## config.mk

```make
export PLATFORM = sky130hd
export DESIGN_NAME = xor_checked_response_frame_receiver_core
export DESIGN_NICKNAME = d
export VERILOG_FILES = /design/src/hw/rtl/xcrfr_pkg.sv /design/src/hw/rtl/xor_checked_response_frame_receiver_core.sv
export SDC_FILE = /design/constraint.sdc
export NUM_CORES = 1
export LEC_CHECK = 0
export BUFFER_PORTS_ARGS = -buffer_cell sky130_fd_sc_hd__buf_2
export CORE_ASPECT_RATIO = 1.2
export CORE_MARGIN = 4
export CORE_UTILIZATION = 30
export DETAILED_ROUTE_END_ITERATION = 8
export GPL_ROUTABILITY_DRIVEN = 0
export SLEW_MARGIN = 10
export SYNTH_ARGS = -nofsm -noshare
export SYNTH_HDL_FRONTEND = slang
export SYNTH_SLANG_ARGS = --single-unit
```

## constraint.sdc

```tcl
create_clock -name clk -period 2.6 [get_ports clk]
set_input_delay 0.52 -clock clk [delete_from_list [all_inputs] [get_ports clk]]
set_output_delay 0.52 -clock clk [all_outputs]
set_load 0.02 [all_outputs]
```

## src/hw/rtl/xcrfr_pkg.sv

```systemverilog
// ----------------------------------------------------------------------------
// xcrfr_pkg
// Types and codes shared by the XOR-checked reply frame receiver.
// ----------------------------------------------------------------------------
package xcrfr_pkg;

	// event kinds on the input stream (tuser)
	localparam logic [1:0] EV_BYTE    = 2'd0;
	localparam logic [1:0] EV_TIMEOUT = 2'd1;
	localparam logic [1:0] EV_CANCEL  = 2'd2;

	// result status codes (tuser)
	localparam logic [2:0] ST_FRAME  = 3'd0;
	localparam logic [2:0] ST_OK     = 3'd1;
	localparam logic [2:0] ST_RETRY  = 3'd2;
	localparam logic [2:0] ST_FAIL   = 3'd3;
	localparam logic [2:0] ST_CANCEL = 3'd4;

	// configuration register indexes
	localparam logic REG_EXPECTED_HEAD = 1'b0;
	localparam logic REG_MAX_ATTEMPTS  = 1'b1;

	localparam logic [7:0] NEG_OFFSET = 8'h80;
	localparam logic [8:0] FRAME_OVERHEAD = 9'd3;

	typedef enum logic [1:0] {
		PH_HUNT = 2'd0,
		PH_LEN  = 2'd1,
		PH_BODY = 2'd2
	} phase_t;

	typedef struct packed {
		logic [7:0] out_byte;
		logic       last;
		logic [2:0] status;
		logic       negative_reply;
		logic [8:0] frame_length;
		logic [1:0] attempt;
	} result_t;

endpackage

```

## src/hw/rtl/xor_checked_response_frame_receiver_core.sv

```systemverilog
// ----------------------------------------------------------------------------
// xor_checked_response_frame_receiver_core
// Hunts for a reply head, echoes frame bytes, checks the XOR check byte
// and tracks timeouts, cancels and retries across attempts.
// ----------------------------------------------------------------------------
//  channel | direction | handshake          | payload
//  s_*     | in        | s_tvalid/s_tready  | tuser event kind, tdata rx byte
//  m_*     | out       | m_tvalid/m_tready  | tdata byte/length/attempt,
//          |           |                    | tuser status/negative, tlast
//  cfg_*   | in        | cfg_valid/cfg_ready| cfg_index, cfg_data
//
// One item per cycle sustained while the output is not stalled. An item is
// captured in the input register, the frame logic evaluates it and the
// result lands in the output register. A stalled output holds the input
// register; the input side stays ready in any cycle in which the output
// register is free or being drained.
// Asynchronous reset puts the receiver in head hunt with attempts at zero,
// expected head 0 and max attempts 3. Configuration is always ready.
// ----------------------------------------------------------------------------
module xor_checked_response_frame_receiver_core
	import xcrfr_pkg::*;
(
	input  logic        clk,
	input  logic        arst_n,

	input  logic        s_tvalid,
	output logic        s_tready,
	input  logic [7:0]  s_tdata,   // [7:0] rx_byte
	input  logic [1:0]  s_tuser,   // [1:0] event_kind

	output logic        m_tvalid,
	input  logic        m_tready,
	output logic [23:0] m_tdata,   // [7:0] out_byte, [16:8] frame_length,
	                               // [18:17] attempt, [23:19] zero
	output logic [3:0]  m_tuser,   // [2:0] status, [3] negative_reply
	output logic        m_tlast,   // last

	input  logic        cfg_valid,
	output logic        cfg_ready,
	input  logic        cfg_index,
	input  logic [7:0]  cfg_data
);

	// configuration
	logic [7:0] expected_head_q;
	logic [1:0] max_attempts_q;

	// input register
	logic       valid_s1;
	logic [1:0] event_s1;
	logic [7:0] byte_s1;
	logic       advance_s1;

	// frame state
	phase_t     phase_q, phase_d;
	logic [8:0] remaining_q, remaining_d;
	logic [7:0] xor_q, xor_d;
	logic [1:0] attempt_q, attempt_d;
	logic       neg_q, neg_d;
	logic [7:0] len_q, len_d;

	// result
	logic    res_vld;
	result_t res;
	result_t out_q;
	logic    out_valid_q;

	assign cfg_ready = 1'b1;

	always_ff @(posedge clk or negedge arst_n) begin
		if (!arst_n) begin
			expected_head_q <= 8'h00;
			max_attempts_q  <= 2'd3;
		end else if (cfg_valid && cfg_ready) begin
			unique case (cfg_index)
				REG_EXPECTED_HEAD: expected_head_q <= cfg_data;
				REG_MAX_ATTEMPTS:  max_attempts_q  <= cfg_data[1:0];
				default:           ;
			endcase
		end
	end

	assign advance_s1 = valid_s1 && (!out_valid_q || m_tready);
	assign s_tready   = !valid_s1 || advance_s1;

	always_ff @(posedge clk or negedge arst_n) begin
		if (!arst_n) begin
			valid_s1 <= 1'b0;
		end else if (s_tready) begin
			valid_s1 <= s_tvalid;
		end
	end

	always_ff @(posedge clk) begin
		if (s_tvalid && s_tready) begin
			event_s1 <= s_tuser;
			byte_s1  <= s_tdata;
		end
	end

	logic       lost_final;
	logic [2:0] lost_status;
	logic [1:0] lost_attempt;

	always_comb begin
		// attempt ended without success: retry or give up
		lost_final   = ({1'b0, attempt_q} + 3'd1) >= {1'b0, max_attempts_q};
		lost_status  = lost_final ? ST_FAIL : ST_RETRY;
		lost_attempt = lost_final ? 2'd0 : attempt_q + 2'd1;
	end

	always_comb begin
		phase_d     = phase_q;
		remaining_d = remaining_q;
		xor_d       = xor_q;
		attempt_d   = attempt_q;
		neg_d       = neg_q;
		len_d       = len_q;

		res_vld            = 1'b0;
		res.out_byte       = 8'h00;
		res.last           = 1'b0;
		res.status         = ST_FRAME;
		res.negative_reply = neg_q;
		res.frame_length   = 9'd0;
		res.attempt        = attempt_q;

		case (event_s1)
			EV_TIMEOUT: begin
				res_vld     = 1'b1;
				res.last    = 1'b1;
				res.status  = lost_status;
				attempt_d   = lost_attempt;
				phase_d     = PH_HUNT;
				remaining_d = 9'd0;
				xor_d       = 8'h00;
				neg_d       = 1'b0;
				len_d       = 8'h00;
			end
			EV_CANCEL: begin
				res_vld     = 1'b1;
				res.last    = 1'b1;
				res.status  = ST_CANCEL;
				attempt_d   = 2'd0;
				phase_d     = PH_HUNT;
				remaining_d = 9'd0;
				xor_d       = 8'h00;
				neg_d       = 1'b0;
				len_d       = 8'h00;
			end
			EV_BYTE: begin
				res.out_byte = byte_s1;
				unique case (phase_q)
					PH_LEN: begin
						res_vld     = 1'b1;
						len_d       = byte_s1;
						xor_d       = xor_q ^ byte_s1;
						remaining_d = {1'b0, byte_s1} + 9'd1;
						phase_d     = PH_BODY;
					end
					PH_BODY: begin
						res_vld = 1'b1;
						if (remaining_q > 9'd1) begin
							remaining_d = remaining_q - 9'd1;
							xor_d       = xor_q ^ byte_s1;
						end else begin
							// check byte
							res.last    = 1'b1;
							phase_d     = PH_HUNT;
							remaining_d = 9'd0;
							xor_d       = 8'h00;
							neg_d       = 1'b0;
							len_d       = 8'h00;
							if (byte_s1 == xor_q) begin
								res.status       = ST_OK;
								res.frame_length = {1'b0, len_q} + FRAME_OVERHEAD;
								attempt_d        = 2'd0;
							end else begin
								res.status = lost_status;
								attempt_d  = lost_attempt;
							end
						end
					end
					default: begin
						// head hunt; exact head or negative form
						if (byte_s1 == expected_head_q) begin
							res_vld = 1'b1;
							neg_d   = 1'b0;
						end else if (expected_head_q[7] &&
								byte_s1 == (expected_head_q - NEG_OFFSET)) begin
							res_vld = 1'b1;
							neg_d   = 1'b1;
						end
						if (res_vld) begin
							xor_d              = byte_s1;
							phase_d            = PH_LEN;
							res.negative_reply = neg_d;
						end
					end
				endcase
			end
			default: ;
		endcase
	end

	always_ff @(posedge clk or negedge arst_n) begin
		if (!arst_n) begin
			phase_q     <= PH_HUNT;
			remaining_q <= 9'd0;
			xor_q       <= 8'h00;
			attempt_q   <= 2'd0;
			neg_q       <= 1'b0;
			len_q       <= 8'h00;
		end else if (advance_s1) begin
			phase_q     <= phase_d;
			remaining_q <= remaining_d;
			xor_q       <= xor_d;
			attempt_q   <= attempt_d;
			neg_q       <= neg_d;
			len_q       <= len_d;
		end
	end

	always_ff @(posedge clk or negedge arst_n) begin
		if (!arst_n) begin
			out_valid_q <= 1'b0;
		end else if (advance_s1 && res_vld) begin
			out_valid_q <= 1'b1;
		end else if (m_tready) begin
			out_valid_q <= 1'b0;
		end
	end

	always_ff @(posedge clk) begin
		if (advance_s1 && res_vld) begin
			out_q <= res;
		end
	end

	assign m_tvalid = out_valid_q;
	assign m_tdata  = {5'd0, out_q.attempt, out_q.frame_length, out_q.out_byte};
	assign m_tuser  = {out_q.negative_reply, out_q.status};
	assign m_tlast  = out_q.last;

	// any non-frame status closes the frame or exchange
	a_status_last: assert property (@(posedge clk) disable iff (!arst_n)
		m_tvalid && (m_tuser[2:0] != ST_FRAME) |-> m_tlast)
		else $error("closing status without last");

	// length only reported with ok
	a_len_ok: assert property (@(posedge clk) disable iff (!arst_n)
		m_tvalid && (m_tuser[2:0] != ST_OK) |-> (m_tdata[16:8] == 9'd0))
		else $error("frame length on non-ok result");

	// attempt counter never reaches the top code
	a_attempt_range: assert property (@(posedge clk) disable iff (!arst_n)
		attempt_q != 2'd3)
		else $error("attempt counter overflow");

	// a closing result always returns to head hunt
	a_close_hunt: assert property (@(posedge clk) disable iff (!arst_n)
		advance_s1 && res_vld && res.last |=> (phase_q == PH_HUNT))
		else $error("no return to hunt after closing result");

endmodule
```

# [Word level (Yosys, flattened, before mapping)]
# Index checks and enable logic that the tools add are counted.
[op_classes] shifts=0 eq_ne=13 bitwise=5 n_mul=0 add_sub_neg=6 magnitude_cmp=2 n_div=0 muxes=43 reduce_logical=23
[op_table] op="$pmux W8 S2" count=4
[op_table] op="$mux W9" count=4
[op_table] op="$pmux W9 S2" count=2
[op_table] op="$eq A8 B8 Y1" count=3
[op_table] op="$mux W8" count=3
[op_table] op="$reduce_and A4 Y1" count=4
[op_table] op="$mux W2" count=7
[op_table] op="$mux W1" count=13
[op_table] op="$pmux W4 S3" count=1
[op_table] op="$mux W10" count=1
[op_table] op="$add A8 B1 Y9 const B" count=1
[op_table] op="$add A8 B2 Y9 const B" count=1
[op_table] op="$gt A9 B1 Y1 const B" count=1
[op_table] op="$sub A9 B1 Y9 const B" count=1
[op_table] op="$mux W4" count=2
[op_table] op="$pmux W2 S2" count=2
[op_table] op="$sub A8 B8 Y8 const B" count=1
[op_table] op="$xor A8 B8 Y8" count=1
[op_table] op="$pmux W1 S2" count=3
[op_table] op="$pmux W2 S3" count=1
[op_table] op="$reduce_and A3 Y1" count=2
[op_table] op="$eq A2 B1 Y1 const B" count=2
[op_table] op="$eq A2 B2 Y1 const B" count=2
[op_table] op="$logic_and A1 B1 Y1" count=4
[op_table] op="other kinds (17)" count=26
[word_totals] n_memories=0 latchBits=0 in_bits=24 mem_bits_rw=0 register_bits=76 mem_bits_ro=0

# [Depth between registers and ports, before layout]
[logic_depth] ltp_word=11 ltp_mapped=9

# [Least setup slack after synthesis]
# No wires, ideal clock.
[synth_timing] path_kind="flip-flop to flip-flop" startpoint="register byte_s1[2]" endpoint="register out_q (netlist bit m_tdata[0]), enable pin" setup_time_ps=382 path_buffers=1 setup_slack_ps=-64 period_less_slack_ps=2664 t_arrival_ps=2282 t_required_ps=2218 path_stages_with_launch=7 path_cell_list="edfxtp_1 buf_6 xor2_1 a221o_1 or4_4 a21oi_1 o21a_1"
[synth_between] elab_chain_len=9 elab_cells_between_ends=10 cone_classes="2 x eq/ne; 6 x mux; 2 x reduce/logical"
[synth_lines] element="from (decl)" line_no="xor_checked_response_frame_receiver_core.sv:51" rtl="logic [7:0] byte_s1;"
[synth_lines] element="from (signal assigned)" line_no="xor_checked_response_frame_receiver_core.sv:97" rtl="byte_s1 <= s_tdata;"
[synth_lines] element="$eq A8 B8 Y1" line_no="xor_checked_response_frame_receiver_core.sv:190" rtl="byte_s1 == (expected_head_q - NEG_OFFSET)) begin"
[synth_lines] element="$logic_and A1 B1 Y1" line_no="xor_checked_response_frame_receiver_core.sv:189" rtl="end else if (expected_head_q[7] &&"
[synth_lines] element="$mux W1" line_no="xor_checked_response_frame_receiver_core.sv:189"
[synth_lines] element="$mux W1 *" line_no="xor_checked_response_frame_receiver_core.sv:186" rtl="if (byte_s1 == expected_head_q) begin"
[synth_lines] element="$mux W1 *" line_no="xor_checked_response_frame_receiver_core.sv:153" rtl="unique case (phase_q)"
[synth_lines] element="$mux W1 *" line_no="xor_checked_response_frame_receiver_core.sv:128" rtl="case (event_s1)"
[synth_lines] element="$mux W1 *" line_no="xor_checked_response_frame_receiver_core.sv:153"
[synth_lines] element="$pmux W1 S2 *" line_no="xor_checked_response_frame_receiver_core.sv:128"
[synth_lines] element="$logic_and A1 B1 Y1 *" line_no="xor_checked_response_frame_receiver_core.sv:235" rtl="if (advance_s1 && res_vld) begin"
[synth_lines] element="to (signal assigned)" line_no="xor_checked_response_frame_receiver_core.sv:236" rtl="out_q <= res;"
[synth_lines] element="to (decl)" line_no="xor_checked_response_frame_receiver_core.sv:65" rtl="result_t out_q;"
# Every way passes the cells marked *; elsewhere a longest branch is shown, timed or not. The select of a mux whose other input is x is not followed.
# A chain may end at the register's enable or synchronous reset.

# [Worst setup path in the final report]
[layout_timing] startpoint="register byte_s1[4]" endpoint="register out_q (netlist bit m_tdata[17]), enable pin"
# The elaborated chain is that of the path after synthesis.

==> impl_metrics.py <==
metrics = {
    "final_layout": {
        "regArea_sq_mm": 0.00207,
        "fin_area_sq_mm": 0.00494,
        "multi_input_area_sq_mm": 0.00181,
        "layout-drive-gt1-share": 0.228,
        "antenna_cells": 0,
        "finalNonFillerCells": 633,
        "fillers": 1309,
        "syn2layout_area_growth_pct": 20.8,
        "final_nets": 499,
    },
    "synth": {
        "synthMuxAreaShare": 0.0328,
        "synth_xor_area_frac": 0.0579,
        "synth-edff-count": 34,
        "synth_compound_area_frac": 0.155,
        "ys_ff_latch": 76,
        "synth_cell_types": 55,
        "yosysTopAreaCell": "edfxtp_1",
        "synth_warnings": 0,
        "synth_top_family_by_area": "compound AO/OA/AOI/OAI gates",
        "avgSynthCellArea_sq_um": 10.3,
        "synth_ff_type": "dfrtp_1",
        "synthAdderAreaFrac": 0.0478,
        "synth_common_cells": "dfrtp_1, nand2_1, edfxtp_1",
        "yosys-top-cells-area": "edfxtp_1, dfrtp_1, xnor2_1",
        "syn_area_sq_mm": 0.00409,
        "synth_top_cell_area_share": 0.250,
        "synthCells": 397,
        "synthArstFlopShare": 0.553,
        "yosysSeqAreaShare": 0.507,
        "yosys.area_share.simple": 0.144,
    },
    "placed_design": {
        "io_buffers": 49,
        "post-place-cells": 617,
        "dp_hpwl_microns": 7590,
        "dpl_cell_area_sq_mm": 0.00462,
    },
    "sta": {
        "period_needed_ns": 2.35,
        "rsz0062_at_grt": "no",
        "maxSlewHeadroom": 0.495,
        "finalSetupViolations": 0,
        "skew_ns": 0.00429,
        "max_freq_mhz": 426,
        "tns_ns": 0,
        "hold_slack_ns": 0.132,
        "drv_slew": 0,
        "worst_pin_slew_ns": 0.755,
        "hold_viol": 0,
        "fin_crit_sh": 0.903,
    },
    "floorplanning": {
        "die_w_microns": 115,
        "start_util": 0.307,
        "ios": 56,
        "coreArea_sq_mm": 0.0133,
        "die_area_sq_mm": 0.0156,
        "fp-row-count": 46,
        "die_y_microns": 136,
    },
    "detailed_routing": {
        "vias_per_cell": 5.06,
        "postRouteAntennaNets": 0,
        "drt_iter0_drc": 260,
        "drt-pass1-iter-count": 5,
        "via_count": 3206,
        "drc": 0,
        "post_drt_wl_per_cell_microns": 16.2,
        "routed_wl_microns": 10300,
    },
    "clocking": {
        "cts_tree": "built",
        "cts.clk_slew.worst_paths_ns": 0.06,
        "cts_setup_buffers": 0,
        "clock_path_buffers": 2,
        "ctsHoldBuffers": 0,
        "cts-root-buf": "clkbuf_16",
        "insertion_delay_ns": 0.34,
        "cts_sinks": 76,
        "ctsResizeCount": 0,
        "cts_htree_levels": 3,
        "cts_made_buffers": 9,
    },
    "setup_path": {
        "cp_max_fo": 24,
        "crit_family": "compound AO/OA/AOI/OAI gates",
        "slowest_delay_ns": 0.54,
        "critPathRequiredTime_ns": 2.65,
        "worstSetupEndpointType": "flop",
        "crit_slowest_cell": "or4_4",
        "crit_type": "flop to flop",
        "cp-start-kind": "flop",
        "crit_chain": "a221o_1 > or4_4 > a21oi_1 > o21a_2 > buf_12",
        "path_buf_inv": 1,
        "arrival_ns": 2.40,
    },
    "grt": {
        "grt_max_degree": 25,
        "antenna_found_initial": 0,
        "grt_pass1_wl_microns": 16400,
        "overflow": 0,
        "first_global_vias": 3173,
        "grt_usage": 0.137,
    },
    "worst_hold_path": {
        "min_path_type": "primary input to async pin",
    },
    "run": {
        "maxCapViolCount": 0,
    },
    "pwr": {
        "peakVddDrop_uv": 295,
        "p_leak_nw": 2.02,
        "power.density_mw_per_mm2": 706,
    },
    "run_status": {
        "outcome": "completed",
    },
}
-- stage by stage --
| step | setup WS [ns] | utilization | total power [mW] |
|---|---|---|---|
| after floorplan | 0.180 | - | 1.93 |
| after global placement | 0.367 | 0.347 | 2.14 |
| after detailed placement | 0.313 | 0.347 | 2.16 |
| after CTS | 0.267 | 0.372 | 3.53 |
| after global routing | 0.137 | 0.372 | 3.66 |
| final | 0.251 | 0.372 | 3.49 |
-- worst paths after layout --
path | start | end | slack (ns) | depth (start not counted)
max reg2reg | byte_s1[4]$_DFFE_PP_ | m_tdata[17]$_DFFE_PP_ | 0.25 | 5
min in group clk | s_tdata[6] | byte_s1[6]$_DFFE_PP_ | 0.35 | 1
max | byte_s1[4]$_DFFE_PP_ | m_tdata[17]$_DFFE_PP_ | 0.25 | 5
min reg2reg | expected_head_q[5]$_DFFE_PN0P_ | expected_head_q[5]$_DFFE_PN0P_ | 0.53 | 1
max in group asynchronous | arst_n | max_attempts_q[0]$_DFFE_PN1P_ | 1.84 | 2
min | arst_n | expected_head_q[6]$_DFFE_PN0P_ | 0.13 | 1
-- power breakdown --
part           internal (mW)  leakage, nW  switching (mW)
clock                  0.846        0.156           0.504
combinational          0.262        0.988           0.360
sequential              1.40        0.875           0.116
-- sequential cells by signal (all words and copies together) (netlist names), 2 cells and up --
register	cells
xor_q	8
len_q	8
max_attempts_q	2
m_tdata	19
remaining_q	9
phase_q	2
m_tuser	4
event_s1	2
attempt_q	2
expected_head_q	8
byte_s1	8
-- layer usage --
layer,global-route usage,vias up,share of wire
li1,-,1537,-
met1,0.168,1535,0.42
met2,0.228,114,0.49
met3,0.0419,20,0.070
met4,0.0475,0,0.018
met5,0,-,0
-- cell type report --
cell class	count	area share
Timing Repair Buffer	70	0.0841
Clock inverter	7	0.0200
Tap cell	168	0.0426
Clock buffer	9	0.0456
Multi-Input combinational cell	275	0.367
Inverter	28	0.0213
Sequential cell	76	0.420
-- placed cells by master, fill, tap and decap left out, types with 5 or more instances in the layout --
cell type,instances
buf_2,49
nand2_1,40
dfrtp_1,40
edfxtp_1,34
inv_1,28
o21ai_0,28
nor2_1,26
xnor2_1,22
buf_4,20
a21oi_1,16
ha_1,14
nor3_1,11
mux2_2,11
clkbuf_16,9
and3_1,8
nand3_1,8
a211oi_1,7
o311ai_0,7
and2_1,6
o22ai_1,6
conb_1,6
nand2b_1,5
xor2_1,5
nor2b_1,5
-- cells by family (layout without fill, tap and decap cells) --
family                     count (synthesis)  after routing
other                                      2              6
xor gates and xnor gates                  27             27
DFF                                       76             76
muxes                                     12             12
buffers and inverters                     50            114
and+or+nand+nor                          121            121
adders and majority gates                 15             15
AOI/OAI and AO/OA                         94             94
-- worst register-to-register path, delay by kind of cell (launching register included) --
kind,cells,cell delay (ns)
and+or+nand+nor,1,0.54
buffers and inverters,1,0.18
DFF,1,0.50
AOI/OAI and AO/OA,3,0.84
Note: power is estimated with default switching activity, not from simulation.
